--- src/design/sdsh_pkg.sv ---
`timescale 1ns / 1ps
`default_nettype none

package sdsh_pkg;

    localparam int BLOCK_BYTES = 512;
    localparam int ID_BYTES    = 16;
    localparam int BC_W = ($clog2(BLOCK_BYTES + 1) > 8) ? $clog2(BLOCK_BYTES + 1) : 8;

    localparam logic [7:0] IDLE_BYTE   = 8'hFF;
    localparam logic [7:0] START_TOKEN = 8'hFE;
    localparam logic [7:0] CMD_PREFIX  = 8'h40;
    localparam logic [7:0] CRC_CMD0    = 8'h95;
    localparam logic [7:0] DRESP_MASK  = 8'h1F;
    localparam logic [7:0] DRESP_OK    = 8'h05;

    localparam logic [5:0] CMD_GO_IDLE    = 6'd0;
    localparam logic [5:0] CMD_SEND_OP    = 6'd1;
    localparam logic [5:0] CMD_SEND_CID   = 6'd10;
    localparam logic [5:0] CMD_SET_BLKLEN = 6'd16;
    localparam logic [5:0] CMD_READ_BLOCK = 6'd17;
    localparam logic [5:0] CMD_WRITE_BLK  = 6'd24;
    localparam logic [5:0] CMD_CRC_ON_OFF = 6'd59;

    localparam logic [2:0] REQ_INIT  = 3'd1;
    localparam logic [2:0] REQ_READ  = 3'd2;
    localparam logic [2:0] REQ_WRITE = 3'd3;
    localparam logic [2:0] REQ_CID   = 3'd4;

    localparam logic [2:0] ST_OK        = 3'd0;
    localparam logic [2:0] ST_SAME_SEC  = 3'd1;
    localparam logic [2:0] ST_CMD0_FAIL = 3'd2;
    localparam logic [2:0] ST_CMD1_FAIL = 3'd3;
    localparam logic [2:0] ST_WCMD_FAIL = 3'd4;
    localparam logic [2:0] ST_DATA_REJ  = 3'd5;

    localparam logic [2:0] REG_CMD0_LIM = 3'd0;
    localparam logic [2:0] REG_CMD1_LIM = 3'd1;
    localparam logic [2:0] REG_POLL_LIM = 3'd2;
    localparam logic [2:0] REG_WCMD_LIM = 3'd3;
    localparam logic [2:0] REG_ID_LIM   = 3'd4;
    localparam logic [2:0] REG_CLK_BYTES = 3'd5;

    typedef enum logic [3:0] {
        PH_IDLE, PH_ICLK, PH_ICMD0, PH_CMD, PH_RESP, PH_TOKEN, PH_IDTOK,
        PH_DATA, PH_RCRC, PH_RDONE, PH_WPRE, PH_WDATA, PH_WCRC, PH_WRESP,
        PH_WBUSY
    } phase_t;

    typedef struct packed {
        phase_t          phase;
        logic [15:0]     retry_count;
        logic [BC_W-1:0] byte_count;
        logic [31:0]     last_sector;
        logic [31:0]     current_sector;
        logic [5:0]      current_command;
        logic [7:0]      saved_reply;
    } seq_state_t;

    typedef struct packed {
        logic [7:0]  cmd0_attempt_limit;
        logic [7:0]  cmd1_attempt_limit;
        logic [7:0]  response_poll_limit;
        logic [7:0]  write_command_limit;
        logic [15:0] id_token_poll_limit;
        logic [7:0]  init_clock_bytes;
    } cfg_t;

    typedef struct packed {
        logic [2:0]  request;
        logic [31:0] sector;
        logic [7:0]  write_byte;
        logic [7:0]  miso_byte;
    } item_t;

    typedef struct packed {
        logic [7:0] mosi_byte;
        logic       card_select;
        logic       data_valid;
        logic [7:0] data_byte;
        logic       byte_taken;
        logic       done_res;
        logic [2:0] status;
        logic [7:0] response;
        logic       busy_res;
    } result_t;

endpackage

`default_nettype wire

--- src/design/sdsh_cfg_regs.sv ---
`timescale 1ns / 1ps
`default_nettype none

module sdsh_cfg_regs
(
    input  wire logic         clk,
    input  wire logic         rst_n,
    input  wire logic         psel,
    input  wire logic         penable,
    input  wire logic         pwrite,
    input  wire logic [4:0]   paddr,
    input  wire logic [31:0]  pwdata,
    output logic [31:0]       prdata,
    output logic              pready,
    output sdsh_pkg::cfg_t    cfg
);
    import sdsh_pkg::*;

    cfg_t       cfg_reg;
    logic [2:0] index;
    logic       wr_en;

    assign index  = paddr[4:2];
    assign wr_en  = psel && penable && pwrite;
    assign pready = 1'b1;
    assign cfg    = cfg_reg;

    always_ff @(posedge clk or negedge rst_n)
    begin
        if (!rst_n)
        begin
            cfg_reg.cmd0_attempt_limit  <= 8'd200;
            cfg_reg.cmd1_attempt_limit  <= 8'd100;
            cfg_reg.response_poll_limit <= 8'd100;
            cfg_reg.write_command_limit <= 8'd10;
            cfg_reg.id_token_poll_limit <= 16'hFFFF;
            cfg_reg.init_clock_bytes    <= 8'd255;
        end
        else if (wr_en)
        begin
            case (index)
                REG_CMD0_LIM:  cfg_reg.cmd0_attempt_limit  <= pwdata[7:0];
                REG_CMD1_LIM:  cfg_reg.cmd1_attempt_limit  <= pwdata[7:0];
                REG_POLL_LIM:  cfg_reg.response_poll_limit <= pwdata[7:0];
                REG_WCMD_LIM:  cfg_reg.write_command_limit <= pwdata[7:0];
                REG_ID_LIM:    cfg_reg.id_token_poll_limit <= pwdata[15:0];
                REG_CLK_BYTES: cfg_reg.init_clock_bytes    <= pwdata[7:0];
                default: ;
            endcase
        end
    end

    always_comb
    begin
        case (index)
            REG_CMD0_LIM:  prdata = {24'd0, cfg_reg.cmd0_attempt_limit};
            REG_CMD1_LIM:  prdata = {24'd0, cfg_reg.cmd1_attempt_limit};
            REG_POLL_LIM:  prdata = {24'd0, cfg_reg.response_poll_limit};
            REG_WCMD_LIM:  prdata = {24'd0, cfg_reg.write_command_limit};
            REG_ID_LIM:    prdata = {16'd0, cfg_reg.id_token_poll_limit};
            REG_CLK_BYTES: prdata = {24'd0, cfg_reg.init_clock_bytes};
            default:       prdata = 32'd0;
        endcase
    end

endmodule

`default_nettype wire

--- src/design/sdsh_step.sv ---
`timescale 1ns / 1ps
`default_nettype none

module sdsh_step
(
    input  wire sdsh_pkg::seq_state_t state,
    input  wire sdsh_pkg::cfg_t       cfg,
    input  wire sdsh_pkg::item_t      item,
    output sdsh_pkg::seq_state_t      state_next,
    output sdsh_pkg::result_t         result
);
    import sdsh_pkg::*;

    localparam logic [BC_W-1:0] BC_ONE   = BC_W'(1);
    localparam logic [BC_W-1:0] BLK_LEN  = BC_W'(BLOCK_BYTES);
    localparam logic [BC_W-1:0] ID_LEN   = BC_W'(ID_BYTES);
    localparam logic [31:0]     BLK_ARG  = 32'(BLOCK_BYTES);

    seq_state_t s;
    result_t    r;
    logic       do_send;
    logic [31:0] arg;
    logic [7:0]  crc;
    logic [7:0]  miso;
    logic [7:0]  cnt8;

    always_comb
    begin
        s       = state;
        miso    = item.miso_byte;
        do_send = 1'b0;
        arg     = 32'd0;
        crc     = IDLE_BYTE;
        cnt8    = 8'd0;

        r.mosi_byte   = IDLE_BYTE;
        r.card_select = 1'b1;
        r.data_valid  = 1'b0;
        r.data_byte   = 8'd0;
        r.byte_taken  = 1'b0;
        r.done_res    = 1'b0;
        r.status      = ST_OK;
        r.busy_res    = 1'b1;
        r.response    = 8'd0;

        // Starting a command sends its first slot: 0xFF with select released.
        case (state.phase)
            PH_IDLE:
            begin
                case (item.request)
                    REQ_INIT:
                    begin
                        s.byte_count = '0;
                        s.phase      = PH_ICLK;
                        do_send      = 1'b1;
                    end
                    REQ_READ:
                    begin
                        if (item.sector == state.last_sector)
                        begin
                            r.card_select = 1'b0; r.done_res = 1'b1;
                            r.status = ST_SAME_SEC; r.busy_res = 1'b0;
                            s.phase = PH_IDLE; s.byte_count = '0;
                        end
                        else
                        begin
                            s.last_sector     = item.sector;
                            s.current_sector  = {item.sector[22:0], 9'd0};
                            s.current_command = CMD_READ_BLOCK;
                            s.phase = PH_CMD; s.byte_count = BC_ONE;
                            r.card_select = 1'b0;
                        end
                    end
                    REQ_WRITE:
                    begin
                        s.current_sector  = {item.sector[22:0], 9'd0};
                        s.retry_count     = 16'd0;
                        s.current_command = CMD_WRITE_BLK;
                        s.phase = PH_CMD; s.byte_count = BC_ONE;
                        r.card_select = 1'b0;
                    end
                    REQ_CID:
                    begin
                        s.current_command = CMD_SEND_CID;
                        s.phase = PH_CMD; s.byte_count = BC_ONE;
                        r.card_select = 1'b0;
                    end
                    default:
                    begin
                        r.card_select = 1'b0;
                        r.busy_res    = 1'b0;
                    end
                endcase
            end
            PH_RESP:
            begin
                s.byte_count = state.byte_count + BC_ONE;
                if (miso == IDLE_BYTE && s.byte_count < BC_W'(cfg.response_poll_limit))
                begin
                    s.phase = PH_RESP;
                end
                else
                begin
                    s.saved_reply = miso;
                    case (state.current_command)
                        CMD_GO_IDLE:
                        begin
                            cnt8 = state.retry_count[7:0] + 8'd1;
                            s.retry_count = {8'd0, cnt8};
                            if (cnt8 == cfg.cmd0_attempt_limit)
                            begin
                                r.card_select = 1'b0; r.done_res = 1'b1;
                                r.status = ST_CMD0_FAIL; r.busy_res = 1'b0;
                                s.phase = PH_IDLE; s.byte_count = '0;
                            end
                            else
                            begin
                                if (miso == 8'd1)
                                begin
                                    s.retry_count = 16'd0;
                                    s.current_command = CMD_SEND_OP;
                                end
                                else
                                begin
                                    s.current_command = CMD_GO_IDLE;
                                end
                                s.phase = PH_CMD; s.byte_count = BC_ONE;
                                r.card_select = 1'b0;
                            end
                        end
                        CMD_SEND_OP:
                        begin
                            cnt8 = state.retry_count[7:0] + 8'd1;
                            s.retry_count = {8'd0, cnt8};
                            if (cnt8 == cfg.cmd1_attempt_limit)
                            begin
                                r.card_select = 1'b0; r.done_res = 1'b1;
                                r.status = ST_CMD1_FAIL; r.busy_res = 1'b0;
                                s.phase = PH_IDLE; s.byte_count = '0;
                            end
                            else
                            begin
                                s.current_command = (miso != 8'd0) ? CMD_SEND_OP
                                                                   : CMD_CRC_ON_OFF;
                                s.phase = PH_CMD; s.byte_count = BC_ONE;
                                r.card_select = 1'b0;
                            end
                        end
                        CMD_CRC_ON_OFF:
                        begin
                            s.current_command = CMD_SET_BLKLEN;
                            s.phase = PH_CMD; s.byte_count = BC_ONE;
                            r.card_select = 1'b0;
                        end
                        CMD_READ_BLOCK:
                        begin
                            s.byte_count = '0;
                            s.phase = PH_TOKEN;
                        end
                        CMD_WRITE_BLK:
                        begin
                            s.retry_count = state.retry_count + 16'd1;
                            if (s.retry_count > {8'd0, cfg.write_command_limit})
                            begin
                                r.card_select = 1'b0; r.done_res = 1'b1;
                                r.status = ST_WCMD_FAIL; r.busy_res = 1'b0;
                                s.phase = PH_IDLE; s.byte_count = '0;
                            end
                            else if (miso != 8'd0)
                            begin
                                s.phase = PH_CMD; s.byte_count = BC_ONE;
                                r.card_select = 1'b0;
                            end
                            else
                            begin
                                s.phase = PH_WPRE; s.byte_count = '0;
                                do_send = 1'b1;
                            end
                        end
                        CMD_SEND_CID:
                        begin
                            s.retry_count = cfg.id_token_poll_limit;
                            s.byte_count = '0;
                            s.phase = PH_IDTOK;
                        end
                        default:
                        begin
                            // Covers the set-block-length reply and anything unexpected.
                            r.card_select = 1'b0; r.done_res = 1'b1;
                            r.busy_res = 1'b0;
                            s.phase = PH_IDLE; s.byte_count = '0;
                        end
                    endcase
                end
            end
            PH_TOKEN:
            begin
                if (miso == START_TOKEN)
                begin
                    s.byte_count = '0;
                    s.phase = PH_DATA;
                end
            end
            PH_IDTOK:
            begin
                if (miso == START_TOKEN)
                begin
                    s.byte_count = '0;
                    s.phase = PH_DATA;
                end
                else
                begin
                    s.retry_count = state.retry_count - 16'd1;
                    if (s.retry_count == 16'd0)
                    begin
                        s.current_command = CMD_SEND_CID;
                        s.phase = PH_CMD; s.byte_count = BC_ONE;
                        r.card_select = 1'b0;
                    end
                end
            end
            PH_DATA:
            begin
                r.data_valid = 1'b1;
                r.data_byte  = miso;
                s.byte_count = state.byte_count + BC_ONE;
                if (s.byte_count < ((state.current_command == CMD_SEND_CID) ? ID_LEN
                                                                           : BLK_LEN))
                begin
                    s.phase = PH_DATA;
                end
                else if (state.current_command == CMD_SEND_CID)
                begin
                    r.card_select = 1'b0; r.done_res = 1'b1;
                    r.busy_res = 1'b0;
                    s.phase = PH_IDLE; s.byte_count = '0;
                end
                else
                begin
                    s.phase = PH_RCRC; s.byte_count = '0;
                    do_send = 1'b1;
                end
            end
            PH_WRESP:
            begin
                s.saved_reply = miso;
                if ((miso & DRESP_MASK) != DRESP_OK)
                begin
                    r.card_select = 1'b0; r.done_res = 1'b1;
                    r.status = ST_DATA_REJ; r.busy_res = 1'b0;
                    s.phase = PH_IDLE; s.byte_count = '0;
                end
                else
                begin
                    s.phase = PH_WBUSY;
                end
            end
            PH_WBUSY:
            begin
                if (miso != 8'd0)
                begin
                    r.card_select = 1'b0; r.done_res = 1'b1;
                    r.busy_res = 1'b0;
                    s.phase = PH_IDLE; s.byte_count = '0;
                end
            end
            default:
            begin
                do_send = 1'b1;
            end
        endcase

        // Transmit side of the sequencer, entered with the phase set above.
        if (do_send)
        begin
            case (s.phase)
                PH_ICLK:
                begin
                    r.card_select = 1'b0;
                    s.byte_count = s.byte_count + BC_ONE;
                    if (s.byte_count >= BC_W'(cfg.init_clock_bytes))
                    begin
                        s.phase = PH_ICMD0;
                    end
                end
                PH_ICMD0:
                begin
                    s.retry_count = 16'd0;
                    s.current_command = CMD_GO_IDLE;
                    s.phase = PH_CMD; s.byte_count = BC_ONE;
                    r.card_select = 1'b0;
                end
                PH_CMD:
                begin
                    if (s.current_command == CMD_SET_BLKLEN)
                    begin
                        arg = BLK_ARG;
                    end
                    else if (s.current_command == CMD_READ_BLOCK ||
                             s.current_command == CMD_WRITE_BLK)
                    begin
                        arg = s.current_sector;
                    end
                    if (s.current_command == CMD_GO_IDLE ||
                        s.current_command == CMD_READ_BLOCK)
                    begin
                        crc = CRC_CMD0;
                    end
                    s.byte_count = s.byte_count + BC_ONE;
                    case (state.byte_count)
                        BC_W'(0): r.card_select = 1'b0;
                        BC_W'(1): r.mosi_byte = CMD_PREFIX | {2'b00, s.current_command};
                        BC_W'(2): r.mosi_byte = arg[31:24];
                        BC_W'(3): r.mosi_byte = arg[23:16];
                        BC_W'(4): r.mosi_byte = arg[15:8];
                        BC_W'(5): r.mosi_byte = arg[7:0];
                        BC_W'(6): r.mosi_byte = crc;
                        BC_W'(7): r.mosi_byte = IDLE_BYTE;
                        default:
                        begin
                            s.phase = PH_RESP;
                            s.byte_count = '0;
                        end
                    endcase
                end
                PH_RCRC:
                begin
                    if (s.byte_count >= BC_ONE)
                    begin
                        s.phase = PH_RDONE;
                    end
                    else
                    begin
                        s.byte_count = s.byte_count + BC_ONE;
                    end
                end
                PH_WPRE:
                begin
                    if (s.byte_count < BC_W'(6))
                    begin
                        s.byte_count = s.byte_count + BC_ONE;
                    end
                    else
                    begin
                        r.mosi_byte = START_TOKEN;
                        s.phase = PH_WDATA; s.byte_count = '0;
                    end
                end
                PH_WDATA:
                begin
                    r.mosi_byte  = item.write_byte;
                    r.byte_taken = 1'b1;
                    s.byte_count = s.byte_count + BC_ONE;
                    if (s.byte_count >= BLK_LEN)
                    begin
                        s.phase = PH_WCRC; s.byte_count = '0;
                    end
                end
                PH_WCRC:
                begin
                    if (s.byte_count >= BC_W'(2))
                    begin
                        s.phase = PH_WRESP;
                    end
                    else
                    begin
                        s.byte_count = s.byte_count + BC_ONE;
                    end
                end
                default:
                begin
                    r.card_select = 1'b0; r.done_res = 1'b1;
                    r.busy_res = 1'b0;
                    s.phase = PH_IDLE; s.byte_count = '0;
                end
            endcase
        end

        r.response = s.saved_reply;
        state_next = s;
        result     = r;
    end

endmodule

`default_nettype wire

--- src/design/sd_spi_mode_host_sequencer_unit.sv ---
`timescale 1ns / 1ps
`default_nettype none

// Channel   Direction  Payload
// s_*       in         one SPI byte slot: request, sector, write byte, card reply
// m_*       out        byte to send, select, read data, done (tlast) and status
// APB       in/out     six limit registers at byte addresses 0 to 20
//
// Each request goes into an input register and is worked out combinationally into the
// result register, so one request a cycle flows through while the result is not stalled.
// The sequencer state advances only when the input register moves into the result
// register; a stalled result holds the input register and then s_tready.
// Reset clears all control state and loads the register defaults.

module sd_spi_mode_host_sequencer_unit
(
    input  wire logic        clk,
    input  wire logic        rst_n,
    input  wire logic        s_tvalid,
    output logic             s_tready,
    // request[2:0], sector[34:3], write_byte[42:35], miso_byte[50:43]
    input  wire logic [55:0] s_tdata,
    output logic             m_tvalid,
    input  wire logic        m_tready,
    // mosi_byte[7:0], card_select[8], data_valid[9], data_byte[17:10],
    // byte_taken[18], status[21:19], response[29:22], busy_res[30]
    output logic [31:0]      m_tdata,
    output logic             m_tlast,
    input  wire logic        psel,
    input  wire logic        penable,
    input  wire logic        pwrite,
    input  wire logic [4:0]  paddr,
    input  wire logic [31:0] pwdata,
    output logic [31:0]      prdata,
    output logic             pready
);
    import sdsh_pkg::*;

    cfg_t       cfg;
    item_t      item_reg;
    logic       in_valid_reg;
    seq_state_t state_reg;
    seq_state_t state_next;
    result_t    res_next;
    result_t    res_reg;
    logic       out_valid_reg;
    logic       advance;

    sdsh_cfg_regs u_cfg
    (
        .clk     (clk),
        .rst_n   (rst_n),
        .psel    (psel),
        .penable (penable),
        .pwrite  (pwrite),
        .paddr   (paddr),
        .pwdata  (pwdata),
        .prdata  (prdata),
        .pready  (pready),
        .cfg     (cfg)
    );

    sdsh_step u_step
    (
        .state      (state_reg),
        .cfg        (cfg),
        .item       (item_reg),
        .state_next (state_next),
        .result     (res_next)
    );

    assign advance  = in_valid_reg && (!out_valid_reg || m_tready);
    assign s_tready = !in_valid_reg || advance;

    always_ff @(posedge clk or negedge rst_n)
    begin
        if (!rst_n)
        begin
            in_valid_reg  <= 1'b0;
            out_valid_reg <= 1'b0;
            state_reg.phase           <= PH_IDLE;
            state_reg.retry_count     <= 16'd0;
            state_reg.byte_count      <= '0;
            state_reg.last_sector     <= 32'hFFFF_FFFF;
            state_reg.current_sector  <= 32'd0;
            state_reg.current_command <= 6'd0;
            state_reg.saved_reply     <= 8'd0;
        end
        else
        begin
            if (s_tready)
            begin
                in_valid_reg <= s_tvalid;
            end
            if (advance)
            begin
                state_reg     <= state_next;
                out_valid_reg <= 1'b1;
            end
            else if (m_tready)
            begin
                out_valid_reg <= 1'b0;
            end
        end
    end

    always_ff @(posedge clk)
    begin
        if (s_tready && s_tvalid)
        begin
            item_reg.request    <= s_tdata[2:0];
            item_reg.sector     <= s_tdata[34:3];
            item_reg.write_byte <= s_tdata[42:35];
            item_reg.miso_byte  <= s_tdata[50:43];
        end
        if (advance)
        begin
            res_reg <= res_next;
        end
    end

    assign m_tvalid = out_valid_reg;
    assign m_tlast  = res_reg.done_res;
    assign m_tdata  = {1'b0, res_reg.busy_res, res_reg.response, res_reg.status,
                       res_reg.byte_taken, res_reg.data_byte, res_reg.data_valid,
                       res_reg.card_select, res_reg.mosi_byte};

endmodule

`default_nettype wire

--- config.mk ---
export PLATFORM = sky130hd
export DESIGN_NAME = sd_spi_mode_host_sequencer_unit
export DESIGN_NICKNAME = d
export VERILOG_FILES = /design/src/design/sdsh_pkg.sv /design/src/design/sdsh_cfg_regs.sv /design/src/design/sdsh_step.sv /design/src/design/sd_spi_mode_host_sequencer_unit.sv
export SDC_FILE = /design/constraint.sdc
export NUM_CORES = 1
export LEC_CHECK = 0
export BUFFER_PORTS_ARGS = -buffer_cell sky130_fd_sc_hd__buf_2
export CORE_MARGIN = 3
export CORE_UTILIZATION = 55
export DETAILED_ROUTE_END_ITERATION = 12
export GPL_TIMING_DRIVEN = 0
export HOLD_SLACK_MARGIN = 0.12
export PLACE_DENSITY = 0.75
export REMOVE_ABC_BUFFERS = 1
export SLEW_MARGIN = 20
export SYNTH_ARGS = -nofsm -noshare
export SYNTH_HDL_FRONTEND = slang
export SYNTH_SLANG_ARGS = --single-unit
--- constraint.sdc ---
create_clock -name clk -period 6.94 [get_ports clk]
set_clock_uncertainty 0.2 [all_clocks]
set_input_delay 1.388 -clock clk [delete_from_list [all_inputs] [get_ports clk]]
set_output_delay 1.388 -clock clk [all_outputs]
set_load 0.005 [all_outputs]
### Word level (Yosys, flattened, before mapping)

Index checks and enable logic that the tools add are counted.
W data, S select, Z words.

* input port bits: 100
* output and inout port bits: 68
* flip-flop bits (word level): 249
* logic and storage cells: 244

* add/sub/neg operators: 5
* order comparisons: 8
* equal/unequal tests: 44
* bitwise logic cells: 1
* multiplexer cells: 124
* reductions and logical operators: 34

Operators by type and width (number)
* $pmux W10 S7: 2
* $mux W10: 13
* $mux W32: 3
* $pmux W16 S6: 1
* $mux W4: 23
* $mux W16: 4
* $pmux W16 S4: 1
* $pmux W32 S2: 1
* $pmux W4 S7: 2
* $pmux W6 S3: 3
* $pmux W16 S3: 1
* $pmux W8 S6: 1
* $mux W6: 7
* $eq A10 B3 Y1 const B: 4
* $pmux W10 S4: 1
* $mux W38: 1
* $mux W1: 35
* $eq A32 B32 Y1: 1
* $eq A6 B5 Y1 const B: 5
* $mux W30: 1
* $pmux W10 S3: 1
* $mux W26: 1
* $eq A4 B4 Y1 const B: 6
* $pmux W4 S6: 1
* 58 further kinds: 97

### Longest topological paths before layout

Gate-level depths: netlist of the first run.

* word-level depth: 12
* gate-level depth with buffers: 28
* gate-level depth less buffers: 27

### Cells and area by module

From an unflattened synthesis of the first run, not the netlist that was laid out.

* cells, all modules: 1614
* area total of the unflattened synthesis: 16869.9 um2

Modules (own cells, without submodules)
* sdsh_step: times used 1, area an instance 7352.1 um2, cells an instance 1090, sequential area each 0.0 um2
* sd_spi_mode_host_sequencer_unit: times used 1, area an instance 6668.9 um2, cells an instance 321, sequential area each 5285.1 um2
* sdsh_cfg_regs: times used 1, area an instance 2849.0 um2, cells an instance 203, sequential area each 1445.1 um2

### Least setup slack after synthesis of the first run

Ideal clock, no wire load.

* kind: register to register
* start: register state_reg[78] (netlist name)
* end: register state_reg[104] (netlist name)
* buffers on the path: 2
* arrival: 4921 ps
* cell stages (with the launch flop): 28
* setup slack: 1742 ps
* data required time: 6664 ps
* clock period less this slack: 5198 ps
* library setup time: 76 ps
* cell sequence: dfrtp_1 ha_1 clkbuf_1 nor2b_1 or2_2 ha_1 nand2_1 o21ai_0 a21oi_1 and3_1 clkbuf_1 o41ai_1 nand2_1 a211oi_1 a211oi_4 ha_1 ha_1 a21o_1 a21o_1 a21oi_1 nor2b_1 o21ai_0 nand2b_1 a21oi_1 nor2b_1 a2111oi_2 a211oi_1 o21ai_1

* longest elaborated chain between the ends: 10
* elaborated cells between the ends (all ways): 49
* those cells by class: 2 x add/sub; 7 x order compare; 14 x eq/ne; 23 x mux; 3 x reduce/logical

Ends and longest elaborated chain
* start, declared: line sd_spi_mode_host_sequencer_unit.sv:42 `seq_state_t state_reg;`
* start signal, assigned: line sd_spi_mode_host_sequencer_unit.sv:97 `state_reg <= state_next;`
* $add A10 B1 Y10: line sdsh_step.sv:97, sdsh_step.sv:226
* $lt A10 B8 Y1: line sdsh_step.sv:98 `if (miso == IDLE_BYTE && s.byte_count < BC_W'(cfg.response_poll_limit))`
* $logic_and A1 B1 Y1: line sdsh_step.sv:98
* $mux W26: line sdsh_step.sv:98
* $pmux W10 S7: line sdsh_step.sv:47 `case (state.phase)`
* $add A10 B1 Y10: line sdsh_step.sv:280, sdsh_step.sv:353
* $ge A10 B10 Y1 or $ge A10 B8 Y1 (tied branches): line sdsh_step.sv:354, sdsh_step.sv:281
* $mux W4, on equally long branches: line sdsh_step.sv:354, sdsh_step.sv:281
* $pmux W4 S7: line sdsh_step.sv:276 `case (s.phase)`
* $mux W30 *: line sdsh_step.sv:274 `if (do_send)`

Every way passes the cells marked *; elsewhere a longest branch is shown, timed or not.
A chain may end at the register's enable or synchronous reset.

### Final worst setup path of the first run

* start: register state_reg[92] (netlist name)
* end: register state_reg[104] (netlist name)

* longest elaborated chain between the ends: 11
* elaborated cells between the ends (all ways): 48
* those cells by class: 4 x add/sub; 6 x order compare; 9 x eq/ne; 28 x mux; 1 x reduce/logical

Ends and longest elaborated chain
* $add A16 B1 Y16 or $add A8 B1 Y8 (tied branches): line sdsh_step.sv:162, sdsh_step.sv:108, sdsh_step.sv:133
* $gt A16 B8 Y1, or another cell as far along: line sdsh_step.sv:163 `if (s.retry_count > {8'd0, cfg.write_command_limit})`
* $mux W10, or another cell as far along: line sdsh_step.sv:163
* $pmux W10 S4: line sdsh_step.sv:105 `case (state.current_command)`
* $mux W26: line sdsh_step.sv:98
* $pmux W10 S7: line sdsh_step.sv:47
* $add A10 B1 Y10: line sdsh_step.sv:280, sdsh_step.sv:353
* $ge A10 B10 Y1 or $ge A10 B8 Y1 (tied branches): line sdsh_step.sv:354, sdsh_step.sv:281
* $mux W4, on equally long branches: line sdsh_step.sv:354, sdsh_step.sv:281
* $pmux W4 S7: line sdsh_step.sv:276
* $mux W30 *: line sdsh_step.sv:274

Marks and branches as above.

==> summary by stage, run 1 <==
Timing
The max-slew violation count came to 0. The final hold slack is 270 ps. The highest clock frequency the design can meet is approximately 150 MHz. In the finished design, the share of the clock period the worst path needs comes to 0.943. Setup total negative slack on the finished layout was measured at 0 ps. For the pin with the worst max-slew slack, the measured transition is 1160 ps.

Setup slack closes at 395 ps. The total count of hold-check failures in the final report is 0. The remaining max-slew budget at the tightest pin is 0.221. The final-report setup violation count is 0. Setup repair after global routing left no endpoint under its margin.

The minimum period implied by the final worst setup slack is about 6500 ps.

Global routing
The wire length of the first global-routing pass is 72400 um. The remaining global-route overflow is 0. The via count of the first global-routing pass is between 10000 and 15000. The overall routing resource usage is 0.294. The initial antenna violation count was 0. met2 is the most crowded layer. The met3 demand-to-capacity share in global routing is 0.0435. Entering global routing, the biggest net connects 94 pins. For this run, global-route usage on met1 was measured as 0.405. In the global route stage, met2 resource usage came out at 0.480.

Placed design
Once detailed placement completed, the half-perimeter wirelength came to 33400 um. The instance area after placement is about 17000 um^2. The final weighted congestion in routability-driven placement is slightly below 1. The number of placed instances, taps included, is 2044. The number of buffers added on ports is 126. The placement-stage worst setup slack is 130 ps.

Logic synthesis
The total standard cell area after synthesis is approximately 16000 um^2. The mux contribution to synthesized area is 0.0997. Of the total synthesized cell area, the portion taken by XOR and XNOR cells is 0.0460.

Synthesis produced 1627 cells. The unique cell type count in the Yosys netlist is around 110. The most area-hungry cell type in the Yosys netlist is edfxtp_1. The number of synthesis warnings is 0. The number of enable-type register cells in the synthesized netlist is 83. For this run, the register share of the synthesized area comes to 0.425.

The commonest cells after synthesis are 152 x nand2_1, 104 x mux2_2, 99 x dfrtp_1, 96 x nor2_1, 87 x o21ai_0. After synthesis, the cell types taking the most area are edfxtp_1 16%, dfrtp_1 16%, dfstp_2 11%. Of the post-synthesis cell area, the dominant cell type holds 0.157.

The complex-gate fraction of the synthesized area is 0.181. Of the total synthesized cell area, the portion taken by AND, OR, NAND and NOR gates is 0.175. The largest family of logic cells by synthesized area is compound AO/OA/AOI/OAI gates. The most used flip-flop cell after synthesis is dfrtp_1. The synthesized-area fraction occupied by adder cells is 0.0269. nand2_1 is the most common cell in the netlist.

After synthesis, the share of flip-flops with an asynchronous set or reset is 0.667. The total of flip-flops plus latches after synthesis is 249. The average cell area after synthesis is 9.74 um^2.

Floorplan
The total I/O pin count is 168. The chip width is 176 um. The standard cell core area is 28100 um^2. After floorplanning, the core was divided into between 60 and 70 placement rows. The die height is 176 um.

The die footprint is 30900 um^2. The starting density of the core is 0.564.

Finish
Of the cells placed in the final design, the portion with a size suffix greater than 1 is 0.243. The repair_antennas step left the layout with diodes totalling 0. Relative to the synthesized area, the layout overhead comes to 11.9%.

The final net count is 1834. The finished layout holds 2100 standard cells, fillers aside. The cell area after layout is 17700 um^2. The fraction of the core area covered by cells at the end of the flow is 0.631. The register with the most flip-flops in the layout has roughly 110 of them.

Power and ir drop
The share of power burned in registers is 0.348. The design draws 6.92 mW. The worst-case IR drop observed on VDD is approximately 0.3 mV. The share of total power dissipated in combinational logic is 0.428. For this design the static power due to leakage is 7.22 nW.

The analysis attributes to net switching a power of 2.81 mW. The switching share of power is 0.406. Internal power comes to 4.11 mW. The power per cell area is 390 nW/um^2. The clock network fraction of design power is 0.224.

CTS
The number of buffers on the longest clock path is 3. The later-pin clock latency in the skew report is 570 ps. The tree is rooted in a clkbuf_16. TritonCTS built the clock tree. The H-tree depth is 1.

The tree built by TritonCTS fans out to 249 sinks. The count of hold buffers inserted by post-cts repair is 0. The clock-pin slew of the registers on the worst-case setup and hold paths is around 60 ps. Clock tree synthesis inserted a total of 28 buffers.

Critical path
The largest incremental delay on the critical path is 740 ps. STA classifies the critical path startpoint as a register. STA puts the critical path data required time at 7240 ps. The largest individual stage delay along the critical path comes from the cell dfrtp_1. The sort of element at the end of the critical path is a register. In this run the worst path has a maximum fanout of 16. Data on the critical path arrives at its endpoint at 6850 ps.

The most numerous cell on the critical path is a21oi_1. The critical path in this run is classified as reg -> reg.

Routing
The number of optimization iterations in the first detailed-route pass is 6. The wire length reported by the detailed router is approximately 46000 um. The initial detailed-routing violation count is 1327. Using the TritonRoute via totals, the vias-per-cell ratio works out to 6.39. Once detail routing completed, the nets flagged for antenna violations numbered 0.

The total via count after detailed routing is 13400. The average wire per cell in the routed design is roughly 22 um. The remaining routing DRC violations is 0.

Hold path
The min-delay analysis places its worst path in the category reg -> reg.

Run
Max-cap violations in this run came to 0.

Outcome
The flow ran to the end, and the final reports show no timing, DRC or antenna violations.
==> repair_timing <==
action / in CTS / in global routing
gates resized for setup: 0 / 3
buffers inserted: 0 / 4
setup endpoints to repair: 0 / 2
==> power groups by stage <==
stage               registers (mW)  logic (mW)  clock network, mW
floorplan                     2.28        2.05                  0
global placement              2.39        2.76                  0
detailed placement            2.42        2.85                  0
CTS                           2.40        2.87               1.57
global route                  2.46        3.24               1.64
finish                        2.41        2.96               1.55
==> logic make-up (layout without fill, tap and decap cells) <==
family	count (synthesis)	count (layout)
buf+inv	165	244
other cells	2	18
fa+ha+maj	34	34
xor+xnor	80	80
simple gates	538	538
flops	249	249
compound gates	418	418
mux	141	141
==> critical path, delay by kind of cell (launching register included) <==
kind,cells,cell delay (ps)
compound gates,13,2810
simple gates,5,970
flops,1,740
xor+xnor,2,540
buf+inv,4,610
fa+ha+maj,2,590
==> metal layers <==
layer,vias up,routed length (um)
met5,-,0
li1,6150,-
met2,584,21800
met4,0,1310
met1,6582,19500
met3,111,3340
==> path summary, 6_finish.rpt <==
path | to | cells past startpoint | slack [ps] | from
worst max-delay path | state_reg[104]$_DFFE_PN0P_ | 26 | 390 | state_reg[92]$_DFFE_PN0P_
worst max register to register | state_reg[104]$_DFFE_PN0P_ | 26 | 390 | state_reg[92]$_DFFE_PN0P_
max in group asynchronous | state_reg[50]$_DFFE_PN1P_ | 2 | 5060 | rst_n
worst min-delay path | state_reg[2]$_DFFE_PN0P_ | 2 | 270 | state_reg[2]$_DFFE_PN0P_
min in group asynchronous | u_cfg.cfg[44]$_DFFE_PN0P_ | 1 | 580 | rst_n
worst min register to register | state_reg[2]$_DFFE_PN0P_ | 2 | 270 | state_reg[2]$_DFFE_PN0P_
==> cell type report <==
cell class | instances | area (um^2)
Fill cell | 2334 | 10400
Multi-Input combinational cell | 1229 | 8520
Sequential cell | 249 | 6730
Timing Repair Buffer | 139 | 820
Clock buffer | 35 | 757
Tap cell | 378 | 473
Clock inverter | 17 | 218
Inverter | 53 | 204
==> layout by cell type, fill, tap and decap left out, types with 39 or more instances in the layout <==
master / n
a21oi_1: 79
and2_1: 39
buf_2: 126
dfrtp_1: 98
dfstp_2: 67
edfxtp_1: 83
inv_1: 48
mux2_2: 104
nand2_1: 151
nand3_1: 45
nor2_1: 94
o21ai_0: 87
xnor2_1: 64
No activity file was read; power rests on OpenSTA's default activity.
==> run 2, diff against run 1 <==
CORE_UTILIZATION = 54   (was 55)
PLACE_DENSITY = 0.77   (was 0.75)
clock period = 5.91 ns   (was 6.94 ns; I/O delays follow)
==> run 2 against run 1 <==
Against the previous run: non-clock buffer count rose by 34; flip-flop and latch count stayed put; first-iteration DRC count is 18% higher; power is 19% higher; critical path depth is the same; clock power grew 11%; clock-buffer cell count decreased by 4; maximum frequency is 13% higher; final cell count up 1.9%; wire length rose by 0.72%; sequential power increased by 15%; largest power group unchanged.
==> summary by stage, run 2 (synthesis gave the netlist of run 1 again) <==
Outcome
The flow ran to the end, and the final reports show no timing, DRC or antenna violations.

Finish
The register cell area after layout was 6750 um^2 (+0.26%). The number of fillers in the final layout is 2322 (-0.51%). The total area of multi-input combinational cells came to 8680 um^2 (+1.9%). The area growth from synthesis to layout is 14.2%.

Leaving out fill and tap cells, the most frequent cell in the layout is nand2_1. The number of non-filler instances in the completed layout is 2139 (+1.9%). The number of flip-flops under the largest register name is 108 (unchanged). The final net count was 1867 (+1.8%). The fraction of layout cells with a size suffix above 1 is 0.276 (+0.0332). Leaving out fill and tap cells, the most frequent cells in the layout are 151 x nand2_1, 127 x buf_2, 104 x mux2_2, 93 x nor2_1.

Routing
The residual antenna-violating net count after detailed routing is 0 (unchanged). The routed via count divided by cell count is 6.43 (+0.59%). The number of optimization iterations in the first detailed-route pass is 5 (-1). The total via count after detailed routing is 13800 (+2.5%). The average wire per cell in the routed design is 21.6 um (-1.1%).

The remaining routing DRC violations is 0 (unchanged). The wire length reported by the detailed router was 46300 um (+0.72%). The initial detailed-routing violation count is 1566 (+18%).

Hold path
In this run the most critical hold path is launched from state_reg[0]$_DFFE_PN0P_. The path class of the lowest-slack min-delay path is reg -> reg.

Placed design
The HPWL after detailed placement is 32800 um (-1.7%). The cell count after placement is 2050 (+0.29%). The final weighted congestion in routability-driven placement is 0.976 (+0.32%).

The number of buffers added on ports is 126 (unchanged).

Floorplan
The standard cell core area is 28800 um^2 (+2.5%). The chip width came to 177 um (+0.89%). The number of cell rows is 62 (+1.6%). The starting density of the core is 0.550 (-0.0136). The die height was 177 um (+0.89%).

The die footprint is 31400 um^2 (+1.8%). The total I/O pin count is 168 (unchanged).

Critical path
The worst setup path is captured at a register. Tracing the worst setup path back leads to its startpoint at state_reg[79]$_DFFE_PN0P_. The worst endpoint required time is 6190 ps (-1050 ps). The category of the critical setup timing path is reg -> reg. The worst register-to-register path begins at state_reg[79]$_DFFE_PN0P_. STA classifies the critical path startpoint as a register. The peak fanout along the critical path was 12 (-4). The critical path arrival came to 6090 ps (-760 ps).

Global routing
The pin count of the biggest net entering global routing is 95 (+1.1%). The via count of the first global-routing pass was 12900 (-1.6%). The remaining global-route overflow was 0 (unchanged). The wire length of the first global-routing pass is 71200 um (-1.6%). The initial antenna violation count is 0 (unchanged).

The overall routing resource usage is 0.284 (-0.00965).

Timing
The total count of hold-check failures in the final report was 0 (unchanged). The remaining max-slew budget at the tightest pin is 0.294 (+0.0733). The fraction of the cycle the final worst path needs was 0.983 (+0.0402).

The final-report setup violation count was 0 (unchanged). The minimum period implied by the final worst setup slack is 5810 ps (-734 ps). The highest clock frequency the design can meet is 172 MHz (+13%). The slew at the pin closest to its max-slew limit was 1060 ps (-110 ps). The max-slew violation count is 0 (unchanged).

Power and ir drop
The leakage power figure is 7.38 nW (+2.2%). The maximum vdd ir drop is 0.271 mV (-10%). The total power is 8.21 mW (+19%).

The power per cell area is 454 nW/um^2 (+16%).

Run
The number of maximum-capacitance constraint violations is 0 (unchanged).

CTS
The number of buffers on the longest clock path is 3 (unchanged). The CTS buffer count is 27 (-3.6%). The CTS sink count is 249 (unchanged). The TritonCTS clock tree is built. The later-pin clock latency in the skew report is 560 ps (about the same). The clock root buffer master is clkbuf_16. The H-tree depth is 1 (unchanged). The count of hold buffers inserted by post-cts repair was 0 (unchanged). The clock-pin slew of the registers on the worst-case setup and hold paths is 60 ps (about the same).
-- run 2: cell count changes in the layout (fill, tap and decap cells not counted), sizes merged --
| cell | previous run | this run |
|---|---|---|
| bufinv | 4 | 2 |
| buf | 139 | 172 |
| diode | 0 | 1 |
| dlymetal6s2s | 0 | 1 |
| clkbuf | 35 | 31 |
| clkinv | 11 | 12 |
| inv | 54 | 57 |
-- run 2: per-stage QoR --
| stage | utilization | setup WS (ps) | hold WS (ps) | TNS, ps | instance area (um^2) |
|---|---|---|---|---|---|
| floorplan | - | 734 | 240 | 0 | 15400 |
| global placement | 0.573 | -2100 | 252 | -62210 | 16500 |
| detailed placement | 0.580 | -831 | 261 | -2700 | 16700 |
| CTS | 0.616 | 49.3 | 277 | 0 | 17700 |
| global route | 0.629 | -131 | 301 | -151 | 18100 |
| finish | 0.629 | 98.3 | 271 | 0 | 18100 |
-- run 2: cell type report --
class	instances	area share
Clock inverter	19	0.0102
Inverter	53	0.0113
Sequential cell	249	0.373
Multi-Input combinational cell	1229	0.480
Clock buffer	31	0.0393
Antenna cell	1	0.000138
Timing Repair Buffer	173	0.0598
Tap cell	384	0.0265
-- run 2: layer usage --
metal / up-vias / routed length, um / global-route usage
li1: 6222 / - / -
met1: 6665 / 19100 / 0.394
met2: 730 / 21600 / 0.459
met3: 140 / 3740 / 0.0360
met4: 0 / 1860 / 0.106
met5: - / 0 / 0
-- run 2: path summary, 6_finish.rpt --
kind | cells after the start | slack, ps | to
max in group asynchronous | 2 | 4190 | state_reg[77]$_DFFE_PN1P_
hold reg to reg | 2 | 270 | state_reg[0]$_DFFE_PN0P_
setup reg to reg | 26 | 100 | state_reg[104]$_DFFE_PN0P_
hold / removal | 2 | 270 | state_reg[0]$_DFFE_PN0P_
setup / recovery | 26 | 100 | state_reg[104]$_DFFE_PN0P_
min in group asynchronous | 1 | 400 | u_cfg.cfg[52]$_DFFE_PN0P_
-- run 2: worst max-delay path, cell delays in order (launching register included) --
cell and delay (ps):
dfrtp_2 490, ha_4 240, nor2b_4 180, or2_2 310, ha_1 300, nand2_1 50, o21ai_1 170, a21oi_1 130
and3_1 260, o41ai_1 480, nand2_1 160, a211oi_2 260, a211oi_4 50, buf_4 170, ha_1 350, ha_1 290
a21o_1 150, a21o_1 160, a21oi_1 160, nor2b_1 60, o21ai_0 140, nand2b_1 90, a21oi_1 150, nor2b_1 90
a2111oi_2 330, a211oi_1 150, o21ai_1 160
-- run 2: what timing repair did --
| action | CTS | global route |
|---|---|---|
| buffers inserted | 7 | 31 |
| pin swaps | 1 | 7 |
| resized for setup | 19 | 28 |
| endpoints found under the setup margin | 13 | 6 |
-- run 2: power by group --
part	total [mW]	internal, mW	switching (mW)
registers	2.78	2.33	0.455
clock network	1.72	0.966	0.750
logic	3.71	1.51	2.20
total	8.21	4.80	3.41
